$ cat src/enc_pkg.sv
`timescale 1ns / 1ps
// Shared types and class codes for the edge node classifier.
package enc_pkg;

	typedef logic [1:0] class_t;

	localparam class_t CLASS_DARK  = 2'd0;
	localparam class_t CLASS_LIGHT = 2'd1;
	localparam class_t CLASS_PAD   = 2'd2;

	localparam int OUT_CW = 10;   // width of write_row / write_col
	localparam int TYPE_W = 4;    // width of node_type
	localparam int BURST_N = 4;   // writes one pixel can cause

	typedef struct packed {
		logic [OUT_CW-1:0] row;
		logic [OUT_CW-1:0] col;
		logic [TYPE_W-1:0] node_type;
	} node_write_t;

	// all writes of one pixel: layer, which slots are live, slot payloads
	typedef struct packed {
		logic                          layer;
		logic [BURST_N-1:0]            mask;
		node_write_t [BURST_N-1:0]     wr;
	} node_burst_t;

endpackage

$ cat src/edge_node_classifier_unit.sv
`timescale 1ns / 1ps
// Top level: pixel classing, line store, 3x3 window and edge node write generation.
//
//  channel | dir | tdata / payload                      | tuser | tlast
//  --------+-----+--------------------------------------+-------+-----------
//  s_*     | in  | [7:0] red_level                      | pad   | frame_end
//  m_*     | out | [0] layer, [10:1] row, [20:11] col,  |  -    | last_write
//          |     | [24:21] node_type, [31:25] zero      |       |
//  APB     | cfg | 0x0 grid_width, 0x4 dark_threshold   |  -    |  -
//
// A pixel request is taken every cycle as long as the line store stage can move on.
// Each pixel then causes 0 to 4 writes on the result port, one per cycle while
// m_tready is high, sent out by the write serializer.
// Path: accept -> line store read (registered) -> window and burst build -> output.
// Reset clears counters, window (all pad) and valid flags and loads config defaults; line store
// contents stay undefined and get no clearing pass. Stalls on m_tready back up
// through the burst register into s_tready; a pixel is never dropped.
module edge_node_classifier_unit #(
	parameter int MAX_GRID_WIDTH  = 1024,
	parameter int MAX_GRID_HEIGHT = 1024
) (
	input  logic        clk,
	input  logic        arst_n,
	// pixel stream
	input  logic        s_tvalid,
	output logic        s_tready,
	input  logic [7:0]  s_tdata,    // red_level
	input  logic        s_tuser,    // pad
	input  logic        s_tlast,    // frame_end
	// write stream
	output logic        m_tvalid,
	input  logic        m_tready,
	output logic [31:0] m_tdata,    // layer_index, write_row, write_col, node_type, zeros
	output logic        m_tlast,    // last_write
	// configuration
	input  logic        psel,
	input  logic        penable,
	input  logic        pwrite,
	input  logic [2:0]  paddr,
	input  logic [31:0] pwdata,
	output logic [31:0] prdata,
	output logic        pready
);

	localparam int CW  = $clog2(MAX_GRID_WIDTH);
	localparam int RW  = $clog2(MAX_GRID_HEIGHT);
	localparam int RW1 = RW + 1;
	localparam int EW  = (CW + 1 > 11) ? CW + 1 : 11;

	typedef enum logic {REG_GRID_WIDTH, REG_DARK_THRESHOLD} reg_idx_t;

	// ---------------- configuration registers ----------------
	logic [10:0] grid_width_q;
	logic [7:0]  dark_thr_q;
	logic        cfg_wr;
	reg_idx_t    reg_idx;

	assign pready  = 1'b1;
	assign cfg_wr  = psel && penable && pwrite && pready;
	assign reg_idx = reg_idx_t'(paddr[2]);

	always_ff @(posedge clk or negedge arst_n) begin
		if (!arst_n) begin
			grid_width_q <= 11'd1024;
			dark_thr_q   <= 8'd20;
		end else if (cfg_wr) begin
			unique case (reg_idx)
				REG_GRID_WIDTH:     grid_width_q <= pwdata[10:0];
				REG_DARK_THRESHOLD: dark_thr_q   <= pwdata[7:0];
				default: ;
			endcase
		end
	end

	always_comb begin
		unique case (reg_idx)
			REG_GRID_WIDTH:     prdata = {21'd0, grid_width_q};
			REG_DARK_THRESHOLD: prdata = {24'd0, dark_thr_q};
			default:            prdata = '0;
		endcase
	end

	// ---------------- input side: class and position ----------------
	logic [EW-1:0]       gw_ext, eff_width;
	logic [CW-1:0]       col_q;
	logic [RW-1:0]       row_q;
	logic                col_last, row_wrap;
	logic                s_acc;
	enc_pkg::class_t     cls_in;

	// clamp width to [3, MAX_GRID_WIDTH]
	always_comb begin
		gw_ext = EW'(grid_width_q);
		if (gw_ext < EW'(3))
			eff_width = EW'(3);
		else if (gw_ext > EW'(MAX_GRID_WIDTH))
			eff_width = EW'(MAX_GRID_WIDTH);
		else
			eff_width = gw_ext;
	end

	assign col_last = (EW'(col_q) + EW'(1)) >= eff_width;
	assign row_wrap = (RW1'(row_q) + RW1'(1)) >= RW1'(MAX_GRID_HEIGHT);

	// 255 - red is just the inverted byte
	assign cls_in = s_tuser ? enc_pkg::CLASS_PAD :
		((~s_tdata) < dark_thr_q) ? enc_pkg::CLASS_DARK : enc_pkg::CLASS_LIGHT;

	assign s_acc = s_tvalid && s_tready;

	always_ff @(posedge clk or negedge arst_n) begin
		if (!arst_n) begin
			col_q <= '0;
			row_q <= '0;
		end else if (s_acc) begin
			if (s_tlast) begin
				col_q <= '0;
				row_q <= '0;
			end else if (col_last) begin
				col_q <= '0;
				row_q <= row_wrap ? '0 : row_q + RW'(1);
			end else begin
				col_q <= col_q + CW'(1);
			end
		end
	end

	// ---------------- stage 1: line store read-modify-write ----------------
	// word = {two rows up, one row up}
	logic [3:0]          line_mem [MAX_GRID_WIDTH];
	logic [3:0]          rd_s1;
	logic                valid_s1;
	enc_pkg::class_t     cur_s1;
	logic [CW-1:0]       c_s1;
	logic [RW-1:0]       r_s1;
	logic                fwd_s1;
	logic [3:0]          fwd_word_s1;
	enc_pkg::class_t     up1, up2;
	logic                s1_adv;
	logic                hit;
	logic                seq_ok;

	// the previous pixel writes back at the same edge this one reads; forward it
	assign up1 = fwd_s1 ? fwd_word_s1[1:0] : rd_s1[1:0];
	assign up2 = fwd_s1 ? fwd_word_s1[3:2] : rd_s1[3:2];

	assign s1_adv   = valid_s1 && (!hit || seq_ok);
	assign s_tready = !valid_s1 || s1_adv;

	always_ff @(posedge clk) begin
		if (s_acc) begin
			rd_s1 <= line_mem[col_q];
		end
		if (s1_adv) begin
			line_mem[c_s1] <= {up1, cur_s1};
		end
	end

	always_ff @(posedge clk or negedge arst_n) begin
		if (!arst_n) begin
			valid_s1 <= 1'b0;
		end else if (s_acc) begin
			valid_s1 <= 1'b1;
		end else if (s1_adv) begin
			valid_s1 <= 1'b0;
		end
	end

	always_ff @(posedge clk) begin
		if (s_acc) begin
			cur_s1      <= cls_in;
			c_s1        <= col_q;
			r_s1        <= row_q;
			fwd_s1      <= s1_adv && (c_s1 == col_q);
			fwd_word_s1 <= {up1, cur_s1};
		end
	end

	// ---------------- 3x3 window ----------------
	// row 0 = two rows up, row 2 = current row; column 2 is newest
	enc_pkg::class_t win_q [3][3];
	enc_pkg::class_t win_n [3][3];

	always_comb begin
		for (int i = 0; i < 3; i++) begin
			win_n[i][0] = win_q[i][1];
			win_n[i][1] = win_q[i][2];
		end
		win_n[0][2] = up2;
		win_n[1][2] = up1;
		win_n[2][2] = cur_s1;
	end

	always_ff @(posedge clk or negedge arst_n) begin
		if (!arst_n) begin
			for (int i = 0; i < 3; i++) begin
				for (int j = 0; j < 3; j++) begin
					win_q[i][j] <= enc_pkg::CLASS_PAD;
				end
			end
		end else if (s1_adv) begin
			win_q <= win_n;
		end
	end

	// ---------------- burst build ----------------
	enc_pkg::class_t      ctr;
	logic                 n1, n2, n3, n4, n5, n6, n7, n8;
	logic [RW-1:0]        r_m1;
	logic [CW-1:0]        c_m1;
	enc_pkg::node_burst_t burst;

	always_comb begin
		ctr  = win_n[1][1];
		n1   = (win_n[0][0] == ctr);
		n2   = (win_n[0][1] == ctr);
		n3   = (win_n[0][2] == ctr);
		n4   = (win_n[1][0] == ctr);
		n5   = (win_n[1][2] == ctr);
		n6   = (win_n[2][0] == ctr);
		n7   = (win_n[2][1] == ctr);
		n8   = (win_n[2][2] == ctr);
		r_m1 = r_s1 - RW'(1);
		c_m1 = c_s1 - CW'(1);
		hit  = (r_s1 >= RW'(2)) && (c_s1 >= CW'(2)) && (ctr != enc_pkg::CLASS_PAD);

		burst.layer = ctr[0];
		burst.mask  = {!n1, !n2, !n4, 1'b1};
		// own cell
		burst.wr[0] = {enc_pkg::OUT_CW'(r_s1), enc_pkg::OUT_CW'(c_s1), {n7, n8, n5, 1'b1}};
		// left
		burst.wr[1] = {enc_pkg::OUT_CW'(r_s1), enc_pkg::OUT_CW'(c_m1), {n6, n7, 1'b1, 1'b0}};
		// upper
		burst.wr[2] = {enc_pkg::OUT_CW'(r_m1), enc_pkg::OUT_CW'(c_s1), {1'b1, n5, n3, 1'b0}};
		// upper-left
		burst.wr[3] = {enc_pkg::OUT_CW'(r_m1), enc_pkg::OUT_CW'(c_m1), {n4, 1'b1, n2, 1'b0}};
	end

	// ---------------- write serializer ----------------
	enc_write_seq u_seq (
		.clk      (clk),
		.arst_n   (arst_n),
		.load     (s1_adv && hit),
		.burst    (burst),
		.load_ok  (seq_ok),
		.m_tvalid (m_tvalid),
		.m_tready (m_tready),
		.m_tdata  (m_tdata),
		.m_tlast  (m_tlast)
	);

	// ---------------- assertions ----------------
	// a burst is only handed over when the serializer can take it
	a_burst_taken: assert property (@(posedge clk) disable iff (!arst_n)
		(s1_adv && hit) |-> seq_ok)
		else $error("burst loaded while serializer busy");

	// a stuck stage 1 must hold off new pixels
	a_s1_backpressure: assert property (@(posedge clk) disable iff (!arst_n)
		(valid_s1 && !s1_adv) |-> !s_tready)
		else $error("pixel accepted over a stalled stage 1");

	// writes of one pixel leave back to back with no gap
	a_burst_contiguous: assert property (@(posedge clk) disable iff (!arst_n)
		(m_tvalid && m_tready && !m_tlast) |=> m_tvalid)
		else $error("gap inside a write burst");

endmodule

$ cat src/enc_write_seq.sv
`timescale 1ns / 1ps
// Output stage: holds one pixel's write burst and sends it one write per cycle while m_tready is high.
module enc_write_seq (
	input  logic                clk,
	input  logic                arst_n,
	input  logic                load,
	input  enc_pkg::node_burst_t burst,
	output logic                load_ok,
	output logic                m_tvalid,
	input  logic                m_tready,
	output logic [31:0]         m_tdata,   // layer_index, write_row, write_col, node_type, zeros
	output logic                m_tlast    // last_write
);

	enc_pkg::node_burst_t              burst_q;
	logic [enc_pkg::BURST_N-1:0]       mask_q;
	logic [enc_pkg::BURST_N-1:0]       rest;
	logic [1:0]                        sel;
	enc_pkg::node_write_t              cur_wr;

	// lowest pending slot goes first (own, left, upper, upper-left)
	always_comb begin
		sel = 2'd0;
		for (int i = enc_pkg::BURST_N - 1; i >= 0; i--) begin
			if (mask_q[i]) sel = 2'(i);
		end
		rest     = mask_q & ~(enc_pkg::BURST_N'(1) << sel);
		cur_wr   = burst_q.wr[sel];
		m_tvalid = |mask_q;
		m_tlast  = (rest == '0);
		load_ok  = !m_tvalid || (m_tready && m_tlast);
		m_tdata  = {7'd0, cur_wr.node_type, cur_wr.col, cur_wr.row, burst_q.layer};
	end

	always_ff @(posedge clk or negedge arst_n) begin
		if (!arst_n) begin
			mask_q <= '0;
		end else if (load) begin
			mask_q <= burst.mask;
		end else if (m_tvalid && m_tready) begin
			mask_q <= rest;
		end
	end

	always_ff @(posedge clk) begin
		if (load) begin
			burst_q <= burst;
		end
	end

endmodule
$ cat config.mk
export PLATFORM = sky130hd
export DESIGN_NAME = edge_node_classifier_unit
export DESIGN_NICKNAME = d
export VERILOG_FILES = /design/src/enc_pkg.sv /design/src/edge_node_classifier_unit.sv /design/src/enc_write_seq.sv
export SDC_FILE = /design/constraint.sdc
export NUM_CORES = 2
export LEC_CHECK = 0
export BUFFER_PORTS_ARGS = -buffer_cell sky130_fd_sc_hd__buf_2
export CAP_MARGIN = 20
export CORE_MARGIN = 2
export CORE_UTILIZATION = 60
export CTS_CLUSTER_SIZE = 14
export DETAILED_ROUTE_END_ITERATION = 10
export GPL_ROUTABILITY_DRIVEN = 0
export MAX_ROUTING_LAYER = met4
export PLACE_DENSITY = 0.76
export SYNTH_ARGS = -nofsm -noshare
export SYNTH_HDL_FRONTEND = slang
export SYNTH_HIERARCHICAL = 1
export SYNTH_SLANG_ARGS = --single-unit
$ cat constraint.sdc
create_clock -name clk -period 16.5 [get_ports clk]
set_input_delay 4.125 -clock clk [delete_from_list [all_inputs] [get_ports clk]]
set_output_delay 4.125 -clock clk [all_outputs]
set_load 0.005 [all_outputs]
## Word level (Yosys, flattened, before mapping)

Memories as Yosys holds them, arrays and structs flattened. A register that Yosys moved wholly into a read port is not among the register bits.
Index checks and enable logic that the tools add are counted.

| storage, ports and cells | value |
|---|---|
| input port bits | 52 |
| RAM bits | 4,096 |
| memories kept | 1 |
| flip-flop bits (word level) | 133 |
| word-level logic and storage cells | 106 |
| output and inout port bits | 68 |

| cells by class | value |
|---|---|
| magnitude comparators | 8 |
| reduce and logical (&&, ||, !) cells | 27 |
| muxes and demuxes | 23 |
| shift operators | 1 |
| bitwise operators | 4 |
| add/sub/neg operators | 6 |
| equal/unequal tests | 10 |

Memories:

| name | depth | bits a word | rd ports | clocked after Yosys merged registers in | write ports | RTL line | text |
|---|---|---|---|---|---|---|---|
| line_mem | 1,024 | 4 | 1 | 1 | 1 | edge_node_classifier_unit.sv:130 | `logic [3:0] line_mem [MAX_GRID_WIDTH];` |

Operator list:

| kind | number |
|---|---|
| $pmux 32 s2 | 1 |
| $mux 10 | 5 |
| $bmux 24 s2 | 1 |
| $mux 24 | 1 |
| $add 10x1->11 const B | 2 |
| $mux 11 | 2 |
| $add 10x1->10 const B | 2 |
| $ge 10x2->1 const B | 2 |
| $sub 10x1->10 const B | 2 |
| $eq 2x2->1 | 8 |
| $mux 2 | 6 |
| $ge 11x11->1 | 1 |
| $ge 11x11->1 const B | 1 |
| $gt 11x11->1 const B | 1 |
| $lt 11x2->1 const B | 1 |
| $eq 10x10->1 | 1 |
| $logic_and 1x1->1 | 10 |
| $lt 8x8->1 | 1 |
| $mux 4 | 2 |
| $not 8->8 | 1 |
| $logic_not 1->1 | 6 |
| $reduce_and 2->1 | 3 |
| $reduce_bool 2->1 | 3 |
| $mux 1 | 5 |
| 9 further kinds | 11 |

## Depth between registers and ports, before layout

| depth | value |
|---|---|
| depth in word-level cells | 15 |
| depth in mapped cells | 19 |
| depth with buffers taken out | 13 |

## Hierarchy

The synthesis kept the hierarchy.

By module, submodules not included:

| module | sequential area each (um2) | cells an instance | instances | area each (um2) |
|---|---|---|---|---|
| edge_node_classifier_unit | 125,241.4 | 8,422 | 1 | 166,004.2 |
| enc_write_seq | 3,012.9 | 247 | 1 | 3,991.3 |

## Worst setup path after synthesis

OpenSTA, ideal clock, no wires.

| path | value |
|---|---|
| path kind | register to register |
| start | register cur_s1[0] |
| end | register fwd_word_s1[0] (data pin) |
| path buffers | 0 |
| path slack | 1.752 ns |
| arrival | 12.067 ns |
| setup time | 2.681 ns |
| stages on the path, launching flop included | 1 |
| period minus slack after synthesis | 14.748 ns |
| data required time | 13.819 ns |
| cell sequence | edfxtp_1 |

RTL lines:

| what | RTL line | text |
|---|---|---|
| start, declared | edge_node_classifier_unit.sv:133 | `enc_pkg::class_t cur_s1;` |
| start signal, assigned | edge_node_classifier_unit.sv:171 | `cur_s1 <= cls_in;` |
| end signal, assigned | edge_node_classifier_unit.sv:175 | `fwd_word_s1 <= {up1, cur_s1};` |
| end, declared | edge_node_classifier_unit.sv:137 | `logic [3:0] fwd_word_s1;` |

No word-level cell between the ends.

## Worst setup path after layout

| path | value |
|---|---|
| start | input port m_tready |
| end | output port s_tready |

| between the ends | value |
|---|---|
| longest elaborated chain between the ends | 5 |

RTL lines:

| what | RTL line | text |
|---|---|---|
| start, declared | edge_node_classifier_unit.sv:32 | `input logic m_tready,` |
| $logic_and 1x1->1 | enc_write_seq.sv:31 | `load_ok = !m_tvalid \|\| (m_tready && m_tlast);` |
| $logic_or 1x1->1 | enc_write_seq.sv:31 |  |
| named net seq_ok | edge_node_classifier_unit.sv:141 | `logic seq_ok;` |
| $logic_or 1x1->1 | edge_node_classifier_unit.sv:147 | `assign s1_adv = valid_s1 && (!hit \|\| seq_ok);` |
| $logic_and 1x1->1 | edge_node_classifier_unit.sv:147 |  |
| $logic_or 1x1->1 | edge_node_classifier_unit.sv:148 | `assign s_tready = !valid_s1 \|\| s1_adv;` |
| end, declared | edge_node_classifier_unit.sv:26 | `output logic s_tready,` |

The timed path passes the listed nets, and every way through them passes these cells.

==> reports/summary.txt <==
First-pass GRT wire length = 640000 um
Hold EP = r_s1[3]
Mapped Cells = 8669
TritonRoute pass-1 iters = 6
Worst-case clock buffer depth = 4
Number of clock sinks = 4280
Post-synthesis xor/xnor area fraction = 0.278%
Met1 track demand over resource = 41.8%
Reg2Reg Setup Slack = 9.06 ns
Critical Setup Path Class = in2out
P&R area growth vs syn = 10.5%
Layout Skew = 0.0587 ns
FF+latch count, synth = 4280
Synth Area in Simple Gates = 3.99%
Power per cell area = 162 nW/um2
Average cell area after synthesis = 19.6 um2
Final Max Tran Viols = 0
Hold depth = 0
Commonest non-fill, non-tap cell in the layout = edfxtp_1
Post-DP HPWL = 256000 um
Fillcell total = 17100
M2 GR Usage = 48.2%
Row count = 195
Initial antenna violation count = 25
GRT Max-Usage Layer = met2
Worst-path clk slew = 0.06 ns
Required time worst endpoint = 12.38 ns
Ys flop type = edfxtp_1
Port bufs = 67
Post-synthesis sequential area ratio = 75.4%
Core area = 282000 um2
Synth cell types = 79
FF-to-FF Start = col_q[1]
Final Cycle Share = 56.6%
DR vias/cell = 6.95
Synth Area in Adders = 0.211%
Hold Path Class = reg2reg
Run status = finished, final reports clean
Max Cap Viol = 0
Reg area = 128000 um2
Die ar. = 288000 um2
DRC Markers = 0
Die height = 536 um
Post-layout min period = 9.34 ns
Min-delay src = row_q[3]
P_leak = 58.3 nW
ANT nets after route = 0
Setup crit start kind = primary input
Total grt overflow = 0
Largest family of logic cells by synthesized area = multiplexers
Relative slew slack = 15.4%
Post-CTS Setup Bufs = 0
Clk_lat worst skew = 0.95 ns
F_max = 107 MHz
Critical-path maximum fanout = 3
H-Tree Depth = 5
Initial Utilization = 60.3%
Endpoints failing setup = 0
Hold Slack = 0.509 ns
Clk root buf = clkbuf_16
R2R depth = 10
Commonest cells after routing, fill and taps aside = edfxtp_1 (4224), nor2_1 (1116), mux4_2 (1013)
Least-Margin Pin Slew = 1.26 ns
Worst EP arrival = 5.22 ns
DR iter-0 viols = 15500
Hold_buf cts = 0
Layout cells sized above 1 = 22.2%
Total global-route track usage = 32.2%
Cell Area, Synth = 170000 um2
Post-synth EDFFs = 4224
Synth warn = 6
Vias in the first global route = 89100
CP endpoint kind = output pin
VDD IR max = 0.145 mV
Synth Area in Compound Gates = 2.58%
Synth async-reset ratio = 1.31%
RSZ-0062 raised after global routing = no
Final Hold Fails = 0
Die Wd = 536 um
# resized after CTS = 0
Setup_tns = 0 ns
Area of the multi-input gates = 38600 um2
Nets = 8855
Final Routed Wirelength = 450000 um
CTS tree = yes
Mux contribution to synthesized area = 15.3%
I/O pins = 120
Post-DR wirelength/cell = 34.9 um
RR Endpoint = rd_s1[2]
Via count = 89700
Largest net degree at the start of global routing = 203
Total CTS buffers = 411
GR Util met3 = 8.30%
[synthesized netlist by cell type, drive strengths merged, types with 12 or more instances]
master  count  area, um2
a211oi     21        158
a21oi     101        505
a221o      29        290
a221oi     18        158
a22o       34        298
a22oi     114        856
a311oi     12        105
a31oi      32        200
and2       17        106
and3       15       93.8
buf       313       2180
clkbuf    327       1230
dfrtp      47       1180
edfxtp   4224     127000
ha         27        338
inv        62        235
mux2       55        619
mux2i     265       2650
mux4     1013      22800
nand2     235        882
nand2b     14       87.6
nand3      89        445
nand4      22        138
nor2     1123       4220
nor2b      22        138
nor3       49        250
nor4       25        156
o211ai     15        113
o21ai      54        270
o221ai     33        289
o22ai      87        544
xnor2      25        219
xor2       29        254
[sequential cells by signal, summed over array words and instances (netlist names)]
name	count
c_s1	10
col_q	10
ctr	2
cur_s1	2
dark_thr_q	8
fwd_s1	1
fwd_word_s1	4
grid_width_q	11
line_mem	4096
r_s1	10
rd_s1	4
row_q	10
u_seq/burst_q	96
u_seq/m_tdata	1
u_seq/mask_q	4
valid_s1	1
win_n	10
[critical path, cell delays in order]
cell	delay, ns
buf_2	0.10
inv_1	0.06
maj3_1	0.35
o31ai_1	0.21
nor3_1	0.11
nand2_1	0.12
buf_2	0.13
[metal layers]
| layer | share of wire [%] | vias to the layer above |
|---|---|---|
| li1 | - | 35400 |
| met1 | 34 | 46100 |
| met2 | 48 | 6894 |
| met3 | 13 | 1282 |
| met4 | 5.5 | 0 |
| met5 | 0 | - |
[logic make-up (layout without fill, tap and decap cells)]
group                    Yosys count  after routing
adder cells (fa/ha/maj)           29             29
XOR/XNOR                          54             54
AO/OA/AOI/OAI                    619            619
AND/OR/NAND/NOR                 1648           1648
multiplexers                    1333           1333
buffers and inverters            703           1103
flip-flops                      4280           4280
other                              3             91
[worst max-delay path by stage]
stage | endpoint | depth (start not counted) | from
global route | s_tready | 7 | m_tready
finish | s_tready | 7 | m_tready
floorplan | fwd_word_s1[0] | 0 | cur_s1[0]
CTS | s_tready | 7 | m_tready
global placement | s_tready | 7 | m_tready
detailed placement | s_tready | 7 | m_tready
[area by class of cell]
type | instances | share of cell area (%)
repair buffers | 300 | 1.44
flip-flops and latches | 4280 | 68.3
clock inverters | 249 | 1.32
inverters | 63 | 0.141
well taps | 3743 | 2.49
clock buffers | 491 | 5.69
diodes | 54 | 0.0719
multi-input cells | 3720 | 20.5
[through the flow]
step	cell area (um2)	util (%)	setup WS [ns]	std cells	total power [W]
global route	188000	66.6	7.03	12900	0.0312
global placement	174000	61.6	7.11	12100	0.0209
finish	188000	66.6	7.16	12900	0.0304
CTS	187000	66.4	7.13	12800	0.0303
detailed placement	174000	61.7	7.14	12100	0.0211
floorplan	170000	-	1.75	8703	0.0200
[report_power, final]
part,switching [W],internal [W],leakage [nW]
sequential,0.000181,0.0134,38.7
clock,0.00403,0.00530,6.43
combinational,0.00469,0.00280,13.1
total,0.00891,0.0215,58.3
Note: power is estimated with default switching activity, not from simulation.
